**src/hw/rtl/assert_macros.svh**
```systemverilog
// Assertion macros used by the top-level RTL file
`ifndef ASSERT_MACROS_SVH
`define ASSERT_MACROS_SVH

// same-cycle implication, disabled during reset
`define QFA_ASSERT_IMP(label, clk, rst_n, ante, cons) \
    label: assert property (@(posedge clk) disable iff (!rst_n) (ante) |-> (cons)) \
        else $error("assertion failed");

// next-cycle implication, disabled during reset
`define QFA_ASSERT_NXT(label, clk, rst_n, ante, cons) \
    label: assert property (@(posedge clk) disable iff (!rst_n) (ante) |=> (cons)) \
        else $error("assertion failed");

`endif

```
**src/hw/rtl/qfa_pkg.sv**
```systemverilog
// Package: operation codes, widths and the side word of the Q24.8 ALU
`default_nettype none
package qfa_pkg;
    localparam int DATA_W = 32;
    localparam int OP_W   = 4;

    localparam logic [OP_W-1:0] OP_ADD     = 4'd0;
    localparam logic [OP_W-1:0] OP_SUB     = 4'd1;
    localparam logic [OP_W-1:0] OP_MUL     = 4'd2;
    localparam logic [OP_W-1:0] OP_DIV     = 4'd3;
    localparam logic [OP_W-1:0] OP_GT      = 4'd4;
    localparam logic [OP_W-1:0] OP_GE      = 4'd5;
    localparam logic [OP_W-1:0] OP_LT      = 4'd6;
    localparam logic [OP_W-1:0] OP_LE      = 4'd7;
    localparam logic [OP_W-1:0] OP_EQ      = 4'd8;
    localparam logic [OP_W-1:0] OP_NE      = 4'd9;
    localparam logic [OP_W-1:0] OP_MIN     = 4'd10;
    localparam logic [OP_W-1:0] OP_MAX     = 4'd11;
    localparam logic [OP_W-1:0] OP_INC     = 4'd12;
    localparam logic [OP_W-1:0] OP_DEC     = 4'd13;
    localparam logic [OP_W-1:0] OP_TO_INT  = 4'd14;
    localparam logic [OP_W-1:0] OP_FROM_INT = 4'd15;

    typedef struct packed {
        logic [OP_W-1:0]   op;
        logic [DATA_W-1:0] val;
        logic              cmp;
        logic              dz;
        logic              neg;
    } t_qfa_side;
endpackage
`default_nettype wire

```
**src/hw/rtl/qfa_div_cell.sv**
```systemverilog
// Divider cell: one restoring quotient bit, side word handed on
`default_nettype none
module qfa_div_cell import qfa_pkg::*; #(
    parameter int DW = 40
) (
    input  wire logic              i_clk,
    input  wire logic              i_rst_n,
    input  wire logic              i_en,
    input  wire logic              i_valid,
    input  wire t_qfa_side         i_side,
    input  wire logic [DATA_W-1:0] i_rem,
    input  wire logic [DW-1:0]     i_divd,
    input  wire logic [DATA_W-1:0] i_dvs,
    output logic                   o_valid,
    output t_qfa_side              o_side,
    output logic [DATA_W-1:0]      o_rem,
    output logic [DW-1:0]          o_divd,
    output logic [DATA_W-1:0]      o_dvs
);
    logic [DATA_W:0] w_trial;
    logic [DATA_W:0] w_diff;
    logic            w_ge;

    assign w_trial = {i_rem, i_divd[DW-1]};
    assign w_diff  = w_trial - {1'b0, i_dvs};
    assign w_ge    = !w_diff[DATA_W];

    always_ff @(posedge i_clk) begin
        if (!i_rst_n) begin
            o_valid <= 1'b0;
        end else if (i_en) begin
            o_valid <= i_valid;
        end
    end

    always_ff @(posedge i_clk) begin
        if (i_en) begin
            o_side <= i_side;
            o_rem  <= w_ge ? w_diff[DATA_W-1:0] : w_trial[DATA_W-1:0];
            o_divd <= {i_divd[DW-2:0], w_ge};
            o_dvs  <= i_dvs;
        end
    end
endmodule
`default_nettype wire

```
**config.mk**
```make
export PLATFORM = sky130hd
export DESIGN_NAME = qfa_div_cell
export DESIGN_NICKNAME = d
export VERILOG_FILES = /design/src/hw/rtl/assert_macros.svh /design/src/hw/rtl/qfa_pkg.sv /design/src/hw/rtl/qfa_div_cell.sv
export SDC_FILE = /design/constraint.sdc
export NUM_CORES = 1
export LEC_CHECK = 0
export ABC_AREA = 0
export CORE_MARGIN = 2
export CORE_UTILIZATION = 40
export CTS_BUF_LIST = sky130_fd_sc_hd__clkbuf_16
export DETAILED_ROUTE_END_ITERATION = 10
export DONT_BUFFER_PORTS = 1
export PLACE_DENSITY = 0.56
export SKIP_CTS_REPAIR_TIMING = 1
export SYNTH_ARGS = -nofsm -noshare
export SYNTH_HDL_FRONTEND = slang
export SYNTH_SLANG_ARGS = --single-unit
```
**constraint.sdc**
```tcl
create_clock -name i_clk -period 3.5 [get_ports i_clk]
set_input_delay 0.35 -clock i_clk [delete_from_list [all_inputs] [get_ports i_clk]]
set_output_delay 0.35 -clock i_clk [all_outputs]
set_load 0.05 [all_outputs]
```
Yosys cells after proc, flatten, opt, wreduce, memory -nomap -nowiden --
Cells that the tools add are included.
Operators by class: muxes and demuxes 1, add/subtract/negate cells 1, reduce and logical (&&, ||, !) cells 1
Operators by type and width (number):
- subtractor 33 x 32 -> 33 bit | 1
- 2-to-1 mux 32 bit | 1
- zero test 1 bit | 1
Storage, ports and cells: register bits after elaboration 144, output and inout bits 144

Logic depth before layout (Yosys ltp) --
word-level depth 2, gate-level depth with buffers 12, mapped depth without buffers 11

Least setup slack after synthesis --
Ideal clock, no wire load.
path kind input-to-reg, start input i_divd[39], end register o_rem[10] (data pin), path buffers 1, arrival 2624 ps, cell stages on the path 12, setup slack 616 ps, path through inv_1 ha_1 fa_1 nand2b_1 a21oi_1 o211ai_1 a21oi_1 o31a_2 mux2i_1 nor2_2 buf_6 mux2_4
On the way: cells in the longest elaborated chain, start to end 2
RTL lines:
- start: declaration | RTL line qfa_div_cell.sv:12 | input wire logic [DW-1:0] i_divd,
- subtractor 33 x 32 -> 33 bit | RTL line qfa_div_cell.sv:25 | assign w_diff = w_trial - {1'b0, i_dvs};
- 2-to-1 mux 32 bit | RTL line qfa_div_cell.sv:39 | o_rem <= w_ge ? w_diff[DATA_W-1:0] : w_trial[DATA_W-1:0];
- end signal: assignment | RTL line qfa_div_cell.sv:39
- end: declaration | RTL line qfa_div_cell.sv:16 | output logic [DATA_W-1:0] o_rem,
Every way passes these cells. A chain may end at the register's enable or synchronous reset.

Worst setup path after layout --
start input i_divd[39], end register o_rem[22] (data pin)
Same word-level chain as after synthesis.

==> run_summary.xml <==
<?xml version="1.0" encoding="UTF-8"?>
<metrics>
  <group name="setup_path">
    <metric name="endpoint_kind" unit="">flip-flop</metric>
    <metric name="kind_of_start_point_of_the_critical_path" unit="">primary input</metric>
    <metric name="crit_required" unit="ps">3670</metric>
    <metric name="worst-endpoint-arrival" unit="ps">2890</metric>
    <metric name="critical_path.max_fanout" unit="">15</metric>
    <metric name="worst-setup-path-type" unit="">primary input to flip-flop</metric>
    <metric name="path_delay_family" unit="">compound AO/OA/AOI/OAI gates</metric>
    <metric name="cpMostUsedCell" unit="">a21oi_1</metric>
    <metric name="worstPathCellList" unit="">inv_1, ha_1, fa_1, nand2b_1, a21oi_1, o211ai_1, a21oi_1, o31a_2, mux2i_1, nor2_4, buf_4, mux2_4</metric>
    <metric name="timing.critical_path.slowest_cell_delay" unit="ps">410</metric>
    <metric name="critical_path.slowest_cell" unit="">fa_1</metric>
    <metric name="worstPathBufferInverterCount" unit="">2</metric>
  </group>
  <group name="placement">
    <metric name="placed_area" unit="µm²">7053</metric>
    <metric name="io_buffers" unit="">0</metric>
    <metric name="pre_cts_slack" unit="ps">318.0</metric>
    <metric name="final_gp_congestion" unit="">0.8651</metric>
    <metric name="dpl.hpwl" unit="µm">12390</metric>
  </group>
  <group name="route">
    <metric name="ant_nets" unit="">0</metric>
    <metric name="wl_per_cell" unit="µm">20.81</metric>
    <metric name="drt_pass1_iterations" unit="">4</metric>
    <metric name="drt_iter0_drc" unit="">254</metric>
    <metric name="drt_wl_total" unit="µm">16710</metric>
    <metric name="route.detailed.drc" unit="">0</metric>
    <metric name="dr_total_vias" unit="">4194</metric>
    <metric name="via_per_inst" unit="">5.223</metric>
  </group>
  <group name="timing">
    <metric name="rsz0062_at_grt" unit="">false</metric>
    <metric name="number_of_slew_limit_violations_in_the_final_report" unit="">0</metric>
    <metric name="min_period_over_period" unit="%">77.60</metric>
    <metric name="maxSlewHeadroom" unit="%">57.70</metric>
    <metric name="highest_clock_rate" unit="MHz">368.2</metric>
    <metric name="worst_clock_skew" unit="ps">0</metric>
    <metric name="setup-violations-final" unit="">0</metric>
    <metric name="fin_setup_tns" unit="ps">0</metric>
    <metric name="worst_slack" unit="ps">784.1</metric>
    <metric name="timing_worst_slew_pin_value" unit="ps">631.5</metric>
    <metric name="post-route-min-period" unit="ps">2716</metric>
    <metric name="finalHoldViolCount" unit="">0</metric>
  </group>
  <group name="grt">
    <metric name="track_usage" unit="%">17.38</metric>
    <metric name="vias_in_the_first_global_route" unit="">3976</metric>
    <metric name="first_pass_grt_wire_length" unit="µm">23320</metric>
    <metric name="gr-total-overflow" unit="">0</metric>
    <metric name="maximum_number_of_pins_on_one_net_before_global_route_repair" unit="">145</metric>
    <metric name="antenna_found_initial" unit="">0</metric>
  </group>
  <group name="layout">
    <metric name="mostFrequentLayoutCells" unit="">143 x edfxtp_1, 70 x dlygate4sd3_1, 38 x inv_1, 38 x a21oi_1, 32 x ha_1</metric>
    <metric name="fillers" unit="">1440</metric>
    <metric name="nets" unit="">751</metric>
    <metric name="antennaDiodeCount" unit="">0</metric>
    <metric name="sequential_cell_area" unit="µm²">4314</metric>
    <metric name="syn_to_final_growth" unit="%">21.80</metric>
    <metric name="layout-drive-gt1-share" unit="%">11.84</metric>
    <metric name="multi_input_combinational_cell_area" unit="µm²">2298</metric>
    <metric name="mostFrequentLayoutCell" unit="">edfxtp_1</metric>
    <metric name="finalInstanceArea" unit="µm²">8304</metric>
  </group>
  <group name="cts">
    <metric name="clock_sink_count" unit="">144</metric>
    <metric name="worst_setup_hold_path_clk_slew" unit="ps">60</metric>
    <metric name="ctsRootBufferMaster" unit="">clkbuf_16</metric>
    <metric name="cts_buffers" unit="">17</metric>
    <metric name="clock_insertion_delay_worst_skew" unit="ps">420</metric>
    <metric name="clk_path_buf_depth" unit="">2</metric>
    <metric name="cts_max_level" unit="">4</metric>
    <metric name="clock_tree_from_tritoncts" unit="">built</metric>
  </group>
  <group name="die">
    <metric name="initial_core_util" unit="%">40.97</metric>
    <metric name="die_area" unit="µm²">18110</metric>
    <metric name="io-pin-count" unit="">291</metric>
    <metric name="core-area" unit="µm²">16640</metric>
    <metric name="num_rows" unit="">47</metric>
    <metric name="die_w" unit="µm">134.6</metric>
    <metric name="dieHeight" unit="µm">134.6</metric>
  </group>
  <group name="power_and_ir_drop">
    <metric name="total_leakage_power" unit="nW">3.260</metric>
    <metric name="worst_ir_drop_vdd" unit="V">0.0003478</metric>
    <metric name="power.density_cell_area" unit="nW/µm²">610.6</metric>
  </group>
  <group name="synthesis">
    <metric name="synth_cell_type_count" unit="">50</metric>
    <metric name="postSynthCellCount" unit="">490</metric>
    <metric name="synth_edf_count" unit="">143</metric>
    <metric name="ys_dominant_reg_cell" unit="">edfxtp_1</metric>
    <metric name="yosys_register_bits" unit="">144</metric>
    <metric name="async_flop_share" unit="%">0</metric>
    <metric name="synth.yosys.warnings" unit="">0</metric>
    <metric name="synth.avg_cell_area" unit="µm²">13.91</metric>
    <metric name="synth.net_count" unit="">670</metric>
    <metric name="ys_seq_area_share" unit="%">63.28</metric>
    <metric name="syn_area" unit="µm²">6818</metric>
  </group>
  <group name="job">
    <metric name="max_cap_viol_count" unit="">0</metric>
  </group>
  <group name="run_status">
    <metric name="run_status" unit="">completed</metric>
  </group>
  <group name="min_path">
    <metric name="hold_class" unit="">primary input to flip-flop</metric>
  </group>
</metrics>
power by group:
part           internal, mW  switching, mW
Sequential             2.12          0.659
Clock                 0.928          0.760
Combinational         0.321          0.286
cells by family after synthesis:
group / Yosys count / share of synthesized area [%]
adder cells (fa/ha/maj): 33 / 6.166
flip-flops: 144 / 63.28
AND/OR/NAND/NOR: 100 / 7.598
AO/OA/AOI/OAI: 107 / 10.04
multiplexers: 34 / 6.882
XOR/XNOR: 23 / 2.955
buffers and inverters: 49 / 3.083
cell usage after synthesis (2+ instances only):
library cell,count,area share (%)
edfxtp_1,143,63
o211ai_1,6,0.66
nor2b_1,6,0.55
o31ai_1,2,0.22
nor4_1,2,0.18
buf_6,3,0.50
ha_1,32,5.9
mux2_2,3,0.50
mux2i_1,6,0.88
o21bai_1,5,0.55
nand3_1,10,0.73
nand4_1,6,0.55
inv_1,38,2.1
or3_1,2,0.18
a21bo_2,3,0.44
nand2b_1,8,0.73
mux2_4,25,5.5
nor2_1,18,0.99
a211oi_1,3,0.33
and2_1,3,0.28
o21ai_0,17,1.2
nand3b_1,2,0.22
nand2_1,27,1.5
xnor2_1,13,1.7
nor4b_1,2,0.26
nor3_1,4,0.29
o21a_1,5,0.55
clkbuf_1,5,0.28
a21o_1,18,2.0
a21oi_1,38,2.8
and4_1,3,0.39
buf_2,2,0.15
and3_1,4,0.37
xor2_1,10,1.3
area by class of cell:
cell class / instances / area share, %
repair buffers: 73 / 8.709
well taps: 220 / 3.315
inverters: 38 / 1.718
clock buffers: 17 / 5.123
multi-input cells: 297 / 27.68
clock inverters: 14 / 1.507
flip-flops and latches: 144 / 51.95
worst paths after layout:
path                    from         to  slack [ps]  cells past startpoint
hold reg to reg      o_valid    o_valid         780                      2
setup reg to reg     o_valid    o_valid        2540                      2
setup / recovery  i_divd[39]  o_rem[22]         780                     12
hold / removal     i_dvs[22]  o_dvs[22]          20                      0
metrics by stage:
stage | std cells | hold slack, ps | power [mW] | util, %
final | 803 | 21.66 | 5.070 | 49.90
after global routing | 803 | 0.3584 | 5.262 | 49.90
after CTS | 733 | 1.329 | 5.059 | 45.69
after detailed placement | 702 | 448.9 | 3.359 | 42.38
after global placement | 702 | 448.9 | 3.351 | 42.38
after floorplan | 490 | 448.9 | 3.221 | -
flip-flops by register name (all words and copies together), names as in the netlist:
| register | count |
|---|---|
| o_divd | 40 |
| o_side | 39 |
| o_dvs | 32 |
| o_rem | 32 |
| o_valid | 1 |
worst register-to-register path: stages, from the launching register on:
cell and delay, ps:
dfxtp_1 640, mux2i_1 130, nor2b_1 120
layer usage:
metal	wire length (µm)	global-route usage [%]
met1	6476	18.05
met2	8468	30.05
met3	1476	8.896
met4	294	6.550
met5	0	0
Note: power is estimated with default switching activity, not from simulation.
