==> src/hw/rtl/assert_macros.svh <==
// Assertion macros used by the top-level RTL file
`ifndef ASSERT_MACROS_SVH
`define ASSERT_MACROS_SVH

// same-cycle implication, disabled during reset
`define QFA_ASSERT_IMP(label, clk, rst_n, ante, cons) \
    label: assert property (@(posedge clk) disable iff (!rst_n) (ante) |-> (cons)) \
        else $error("assertion failed");

// next-cycle implication, disabled during reset
`define QFA_ASSERT_NXT(label, clk, rst_n, ante, cons) \
    label: assert property (@(posedge clk) disable iff (!rst_n) (ante) |=> (cons)) \
        else $error("assertion failed");

`endif

==> src/hw/rtl/qfa_pkg.sv <==
// Package: operation codes, widths and the side word of the Q24.8 ALU
`default_nettype none
package qfa_pkg;
    localparam int DATA_W = 32;
    localparam int OP_W   = 4;

    localparam logic [OP_W-1:0] OP_ADD     = 4'd0;
    localparam logic [OP_W-1:0] OP_SUB     = 4'd1;
    localparam logic [OP_W-1:0] OP_MUL     = 4'd2;
    localparam logic [OP_W-1:0] OP_DIV     = 4'd3;
    localparam logic [OP_W-1:0] OP_GT      = 4'd4;
    localparam logic [OP_W-1:0] OP_GE      = 4'd5;
    localparam logic [OP_W-1:0] OP_LT      = 4'd6;
    localparam logic [OP_W-1:0] OP_LE      = 4'd7;
    localparam logic [OP_W-1:0] OP_EQ      = 4'd8;
    localparam logic [OP_W-1:0] OP_NE      = 4'd9;
    localparam logic [OP_W-1:0] OP_MIN     = 4'd10;
    localparam logic [OP_W-1:0] OP_MAX     = 4'd11;
    localparam logic [OP_W-1:0] OP_INC     = 4'd12;
    localparam logic [OP_W-1:0] OP_DEC     = 4'd13;
    localparam logic [OP_W-1:0] OP_TO_INT  = 4'd14;
    localparam logic [OP_W-1:0] OP_FROM_INT = 4'd15;

    typedef struct packed {
        logic [OP_W-1:0]   op;
        logic [DATA_W-1:0] val;
        logic              cmp;
        logic              dz;
        logic              neg;
    } t_qfa_side;
endpackage
`default_nettype wire

==> src/hw/rtl/qfa_front.sv <==
// Front stages: operand register, multiply, simple operations and divider setup
`default_nettype none
module qfa_front import qfa_pkg::*; #(
    parameter int FB = 8,
    parameter int DW = 40
) (
    input  wire logic              i_clk,
    input  wire logic              i_rst_n,
    input  wire logic              i_en,
    input  wire logic              i_valid,
    input  wire logic [OP_W-1:0]   i_op,
    input  wire logic [DATA_W-1:0] i_a,
    input  wire logic [DATA_W-1:0] i_b,
    output logic                   o_valid,
    output t_qfa_side              o_side,
    output logic [DW-1:0]          o_divd,
    output logic [DATA_W-1:0]      o_dvs
);
    logic                       r1_v;
    logic [OP_W-1:0]            r1_op;
    logic signed [DATA_W-1:0]   r1_a;
    logic signed [DATA_W-1:0]   r1_b;
    logic signed [2*DATA_W-1:0] r1_prod;
    t_qfa_side                  n_side;
    logic [DATA_W-1:0]          w_amag;
    logic [DATA_W-1:0]          w_bmag;
    logic signed [2*DATA_W-1:0] w_psh;
    logic signed [DATA_W-1:0]   w_tint;

    always_ff @(posedge i_clk) begin
        if (!i_rst_n) begin
            r1_v    <= 1'b0;
            o_valid <= 1'b0;
        end else if (i_en) begin
            r1_v    <= i_valid;
            o_valid <= r1_v;
        end
    end

    always_ff @(posedge i_clk) begin
        if (i_en) begin
            r1_op   <= i_op;
            r1_a    <= i_a;
            r1_b    <= i_b;
            r1_prod <= $signed(i_a) * $signed(i_b);
            o_side  <= n_side;
            o_divd  <= {w_amag, {FB{1'b0}}};
            o_dvs   <= w_bmag;
        end
    end

    assign w_amag = r1_a[DATA_W-1] ? (~r1_a + 1'b1) : r1_a;
    assign w_bmag = r1_b[DATA_W-1] ? (~r1_b + 1'b1) : r1_b;
    assign w_psh  = r1_prod >>> FB;
    assign w_tint = r1_a >>> FB;

    always_comb begin
        n_side     = '0;
        n_side.op  = r1_op;
        n_side.neg = r1_a[DATA_W-1] ^ r1_b[DATA_W-1];
        case (r1_op)
            OP_ADD:      n_side.val = r1_a + r1_b;
            OP_SUB:      n_side.val = r1_a - r1_b;
            OP_MUL:      n_side.val = w_psh[DATA_W-1:0];
            OP_DIV:      n_side.dz  = (r1_b == '0);
            OP_GT:       n_side.cmp = (r1_a > r1_b);
            OP_GE:       n_side.cmp = (r1_a >= r1_b);
            OP_LT:       n_side.cmp = (r1_a < r1_b);
            OP_LE:       n_side.cmp = (r1_a <= r1_b);
            OP_EQ:       n_side.cmp = (r1_a == r1_b);
            OP_NE:       n_side.cmp = (r1_a != r1_b);
            OP_MIN:      n_side.val = (r1_a <= r1_b) ? r1_a : r1_b;
            OP_MAX:      n_side.val = (r1_a > r1_b) ? r1_a : r1_b;
            OP_INC:      n_side.val = r1_a + 1'b1;
            OP_DEC:      n_side.val = r1_a - 1'b1;
            OP_TO_INT:   n_side.val = w_tint;
            OP_FROM_INT: n_side.val = r1_a << FB;
            default:     n_side.val = '0;
        endcase
    end
endmodule
`default_nettype wire

==> config.mk <==
export PLATFORM = sky130hd
export DESIGN_NAME = qfa_front
export DESIGN_NICKNAME = d
export VERILOG_FILES = /design/src/hw/rtl/assert_macros.svh /design/src/hw/rtl/qfa_pkg.sv /design/src/hw/rtl/qfa_front.sv
export SDC_FILE = /design/constraint.sdc
export NUM_CORES = 2
export LEC_CHECK = 0
export BUFFER_PORTS_ARGS = -buffer_cell sky130_fd_sc_hd__buf_2
export CAP_MARGIN = 20
export CORE_MARGIN = 8
export CORE_UTILIZATION = 40
export DETAILED_ROUTE_END_ITERATION = 7
export PLACE_DENSITY = 0.63
export SLEW_MARGIN = 10
export SYNTH_ARGS = -nofsm -noshare
export SYNTH_HDL_FRONTEND = slang
export SYNTH_SLANG_ARGS = --single-unit
==> constraint.sdc <==
create_clock -name i_clk -period 8.1 [get_ports i_clk]
set_input_delay 1.62 -clock i_clk [delete_from_list [all_inputs] [get_ports i_clk]]
set_output_delay 1.62 -clock i_clk [all_outputs]
set_load 0.005 [all_outputs]
**Yosys cells after proc, flatten, opt, wreduce, memory -nomap -nowiden**

Index checks and enable logic that the tools add are counted.

- Register bits: 213
- Bits of input ports: 72
- Output and inout port bits: 112
- Word-level logic and storage cells: 54

- Add/subtract/negate cells: 6
- $mul: 1
- $lt $le $gt $ge: 4
- Equal/unequal tests: 17
- Multiplexer cells: 6
- Bitwise gates (word level): 3
- Reductions and logical operators: 2

Operators with widths:

| cell | number |
|---|---|
| case mux 32 bit (9 select lines) | 1 |
| adder 32 x 1 -> 32 bit, second input constant | 3 |
| two-way mux 32 bit | 2 |
| NOT 32 bit | 2 |
| two-way mux 31 bit | 2 |
| multiplier 32 x 32 -> 40 bit | 1 |
| adder 32 bit | 1 |
| == test 32 bit | 1 |
| == test 4 bit, second input constant | 8 |
| >= comparator 32 bit | 1 |
| greater-than comparator 32 bit | 1 |
| <= comparator 32 bit | 1 |
| logical NOT 32 bit | 1 |
| < comparator 32 bit | 1 |
| inequality test 32 bit | 1 |
| subtractor 32 x 1 -> 32 bit, second input constant | 1 |
| subtractor 32 bit | 1 |
| == test 4 x 3 -> 1 bit, second input constant | 4 |
| == test 4 x 2 -> 1 bit, second input constant | 2 |
| case mux 1 bit (6 select lines) | 1 |
| == test 4 x 1 -> 1 bit, second input constant | 1 |
| logical NOT 4 bit | 1 |
| bitwise XOR 1 bit | 1 |

**Logic depth before layout (Yosys ltp)**

- Depth in word-level cells: 3
- Gate-level depth with buffers: 30
- Mapped depth without buffers: 28

**Worst setup path before layout**

OpenSTA, ideal clock, no wires.

- Kind: input -> register
- From: in i_a[12]
- To: reg r1_prod[39], data pin
- Library setup time: 0.130 ns
- Arrival: 8.264 ns
- Data required time: 7.970 ns
- Path slack: -0.295 ns
- Cell stages on the path: 24
- Buffers on the path: 2
- Cell sequence: clkbuf_1 -> clkbuf_1 -> nand2_1 -> fa_1 -> fa_1 -> inv_1 -> fa_1 -> inv_1 -> fa_1 -> inv_1 -> fa_1 -> fa_1 -> fa_1 -> fa_1 -> ha_1 -> a21o_1 -> a21oi_1 -> nor2_1 -> a2111oi_0 -> a31o_2 -> o21ai_0 -> o21a_1 -> or3_1 -> nand2_1

- Cells in the longest elaborated chain, start to end: 1

Ends and longest elaborated chain:

| item | RTL line | source |
|---|---|---|
| start, declared | qfa_front.sv:12 | `input wire logic [DATA_W-1:0] i_a,` |
| multiplier 32 x 32 -> 40 bit | qfa_front.sv:45 | `r1_prod <= $signed(i_a) * $signed(i_b);` |
| end signal, assigned | qfa_front.sv:45 |  |
| end, declared | qfa_front.sv:23 | `logic signed [2*DATA_W-1:0] r1_prod;` |

Every way passes these cells.
A chain may end at the register's enable or synchronous reset.

**Final worst setup path**

- From: in i_b[16]
- To: reg r1_prod[37], data pin

- Cells in the longest elaborated chain, start to end: 1

Ends and longest elaborated chain:

| item | RTL line | source |
|---|---|---|
| start, declared | qfa_front.sv:13 | `input wire logic [DATA_W-1:0] i_b,` |
| multiplier 32 x 32 -> 40 bit | qfa_front.sv:45 |  |

Every way passes these cells.

==> results by group <==
Run status
  – Status: complete, no violations

Clocking
  – CTS buffer count: 22
  – Max clock buf depth: 3
  – Clk pin slew, worst setup/hold paths: approximately 0.06 ns
  – CTS Root Buffer Type: clkbuf_16
  – Clock Latency Late Sink: roughly 0.54 ns
  – CTS tree: yes
  – Clock sink count: slightly above 200
  – H-tree Lvls: 1

Die
  – CORE AREA: between 90000 and 100000 µm²
  – Number of core rows: around 110
  – DIE AREA: around 100000 µm²
  – Top Ports: roughly 180
  – Initial Utilization: 0.403
  – Die height: 319 µm
  – Die width: between 300 and 400 µm

GRT
  – First-pass GRT wire length: 177000 µm
  – Gr usage total: 0.222
  – GR Overflow Total: 0
  – Antenna violations before repair: 16
  – Pin count of the biggest net entering global routing: 75
  – Vias in the first global route: between 20000 and 30000

Critical path
  – Crit. End Element: register
  – Critical path class: input port to register
  – Critical path depth in cells: 25
  – CP max stage delay: between 0.6 and 0.7 ns
  – WP buf/inv: 5
  – Critical path fanouts, max: 11
  – Crit path launch type: input port
  – Most common cell on crit path: fa_1
  – Crit path arrival time: ~8 ns
  – Crit path required time: about 8.4 ns
  – Delay-heaviest family, CP: adder cells
  – Slowest CP cell: fa_1
  – Path depth of the worst reg2reg path: 14

Timing
  – Measured slew at the worst slew-check pin: just over 1 ns
  – Final Cycle Share: 0.982
  – Minimum clock period: approximately 8.0 ns
  – Fmax: about 130 MHz
  – Clock Skews: around 0.015 ns
  – Fin. Hold Viols: 0
  – Slew headroom: 0.310
  – Setup Viol. Count Final: 0
  – Slew Viols, Final: 0

Final layout
  – Final nets: approximately 5200
  – Fin area: between 40000 and 50000 µm²
  – Area Overhead vs Synth: 15.2%
  – Layout cell share with drive strength beyond 1: 0.152

Placed design
  – RePlAce Congestion: 0.959
  – DP Wirelength: between 90000 and 100000 µm
  – I/O Buffers: between 150 and 200
  – Post-DP Area: between 40000 and 50000 µm²

Synth
  – Ys Warns: 0
  – Syn_area_per_cell: roughly 9.5 µm²
  – Post-Syn Area: around 37000 µm²
  – Synth async-reset ratio: 0
  – Predominant post-synthesis flop cell: edfxtp_1
  – #FFs+latches synth: 205
  – Synth cell types: between 70 and 80
  – Post-synthesis sequential area ratio: 0.167
  – Syn Inst Count: ~3900
  – Post-synth EDFFs: a little over 200

Job
  – Max-cap violations: 0

Detailed routing
  – DR WL/cell: between 20 and 25 µm
  – DRT Pass-1 Iters: 8
  – Total wire length: about 110000 µm
  – Via count: 28400
  – Avg Vias per Cell: 5.25
  – DRT iter0 DRCs: about 2300
  – Antenna Nets Post-Route: 0
  – Drt drc: 0

Min path
  – Hold Path Cell Cnt: 2
  – Worst hold-check path type: register to register
-- cell families (layout without fill, tap and decap cells) --
kind of cell | after synthesis | after routing | share of synthesized area
simple gates | 1103 | 1103 | 0.153
buf+inv | 952 | 1292 | 0.0991
flops | 205 | 205 | 0.167
compound gates | 473 | 473 | 0.0879
mux | 44 | 44 | 0.0120
fa+ha+maj | 895 | 895 | 0.436
xor+xnor | 188 | 188 | 0.0449
other cells | 1 | 12 | 0.000102
-- worst paths after layout --
path	startpoint	endpoint	slack, ns
min	o_valid$_SDFFE_PN0P_	o_valid$_SDFFE_PN0P_	0.52
max reg2reg	r1_op[1]$_DFFE_PP_	o_side[34]$_DFFE_PP_	2.30
max	i_b[16]	r1_prod[37]$_DFFE_PP_	0.14
min reg2reg	o_valid$_SDFFE_PN0P_	o_valid$_SDFFE_PN0P_	0.52
-- cells in the mapped netlist, types with 21 or more instances --
| cell type | count | area share |
|---|---|---|
| inv_1 | 744 | 0.076 |
| fa_1 | 645 | 0.35 |
| and2_1 | 419 | 0.071 |
| nand2_1 | 399 | 0.041 |
| ha_1 | 250 | 0.085 |
| edfxtp_1 | 203 | 0.17 |
| clkbuf_1 | 180 | 0.018 |
| xnor2_1 | 152 | 0.036 |
| a21oi_1 | 112 | 0.015 |
| o21ai_0 | 105 | 0.014 |
| nor2_1 | 90 | 0.0092 |
| mux2i_1 | 44 | 0.012 |
| nor3_1 | 38 | 0.0052 |
| xor2_1 | 35 | 0.0083 |
| o31ai_1 | 30 | 0.0061 |
| a21o_1 | 28 | 0.0057 |
| nand3_1 | 28 | 0.0038 |
| nand2b_1 | 25 | 0.0042 |
| nor2b_1 | 21 | 0.0036 |
-- cell type report --
type                            instances  area (µm²)
Multi-Input combinational cell       2711       27400
Sequential cell                       205        6140
Clock inverter                         12        81.3
Tap cell                             1186        1480
Timing Repair Buffer                  508        3940
Antenna cell                            4        10.0
Fill cell                            8659       49000
Inverter                              744        2790
Clock buffer                           28         594
-- through the flow --
| stage | TNS [ns] | utilization | setup WS, ns | std cells | hold slack, ns |
|---|---|---|---|---|---|
| final | 0 | 0.464 | 0.142 | 5398 | 0.521 |
| after global routing | -0.0513 | 0.464 | -0.0373 | 5394 | 0.554 |
| after CTS | 0 | 0.456 | 0.0112 | 5376 | 0.524 |
| after detailed placement | -6.43 | 0.448 | -0.636 | 5336 | 0.506 |
| after global placement | -5.14 | 0.448 | -0.574 | 5336 | 0.493 |
| after floorplan | -0.0344 | - | -0.0344 | 3868 | 0.424 |
-- layer usage --
| layer | wire length [µm] | track usage | vias up |
|---|---|---|---|
| met3 | 8090 | 0.0275 | 173 |
| met2 | 53300 | 0.364 | 997 |
| li1 | - | - | 12800 |
| met5 | 13 | 0 | - |
| met4 | 3650 | 0.0650 | 2 |
| met1 | 49900 | 0.308 | 14400 |
-- cell usage in the layout (no fill, tap or decap), types with 26 or more instances in the layout --
cell,n
fa_1,620
nand2_1,395
nor3_1,36
o31ai_1,30
a21oi_1,109
buf_4,286
buf_6,35
clkbuf_16,26
nand3_1,28
edfxtp_1,203
buf_2,145
xor2_1,35
o21ai_0,102
mux2i_1,44
and2_1,412
a21o_1,28
ha_1,240
inv_1,735
xnor2_1,152
nor2_1,85
-- state kept, by name, indices dropped and copies added (netlist names) --
register  cells
o_side       39
o_divd       32
o_dvs        32
r1_a         32
r1_b         32
r1_prod      32
r1_op         4
o_valid       1
r1_v          1
-- what timing repair did --
| item | CTS | global route |
|---|---|---|
| setup buffers | 0 | 12 |
| gates resized for setup | 3 | 186 |
| pin swaps | 0 | 100 |
| hold buffers | 0 | 0 |
| cloned | 0 | 6 |
| setup endpoints to repair | 3 | 11 |
-- worst reg2reg max path, cell delays in order, from the launching register on --
cell and delay [ns]:
edfxtp_1 0.70, or2_2 0.64, nor2_2 0.60, buf_4 0.39, ha_1 0.38, a21oi_1 0.25
nand2_1 0.08, a221oi_1 0.30, o31a_1 0.32, o21a_1 0.24, o21ai_1 0.09, o41ai_1 0.70
o21ai_0 0.26, mux2i_1 0.18, a221o_1 0.40
Power is not shown: default switching activity piles up to over one toggle a cycle in this logic, so the estimate is an artifact.
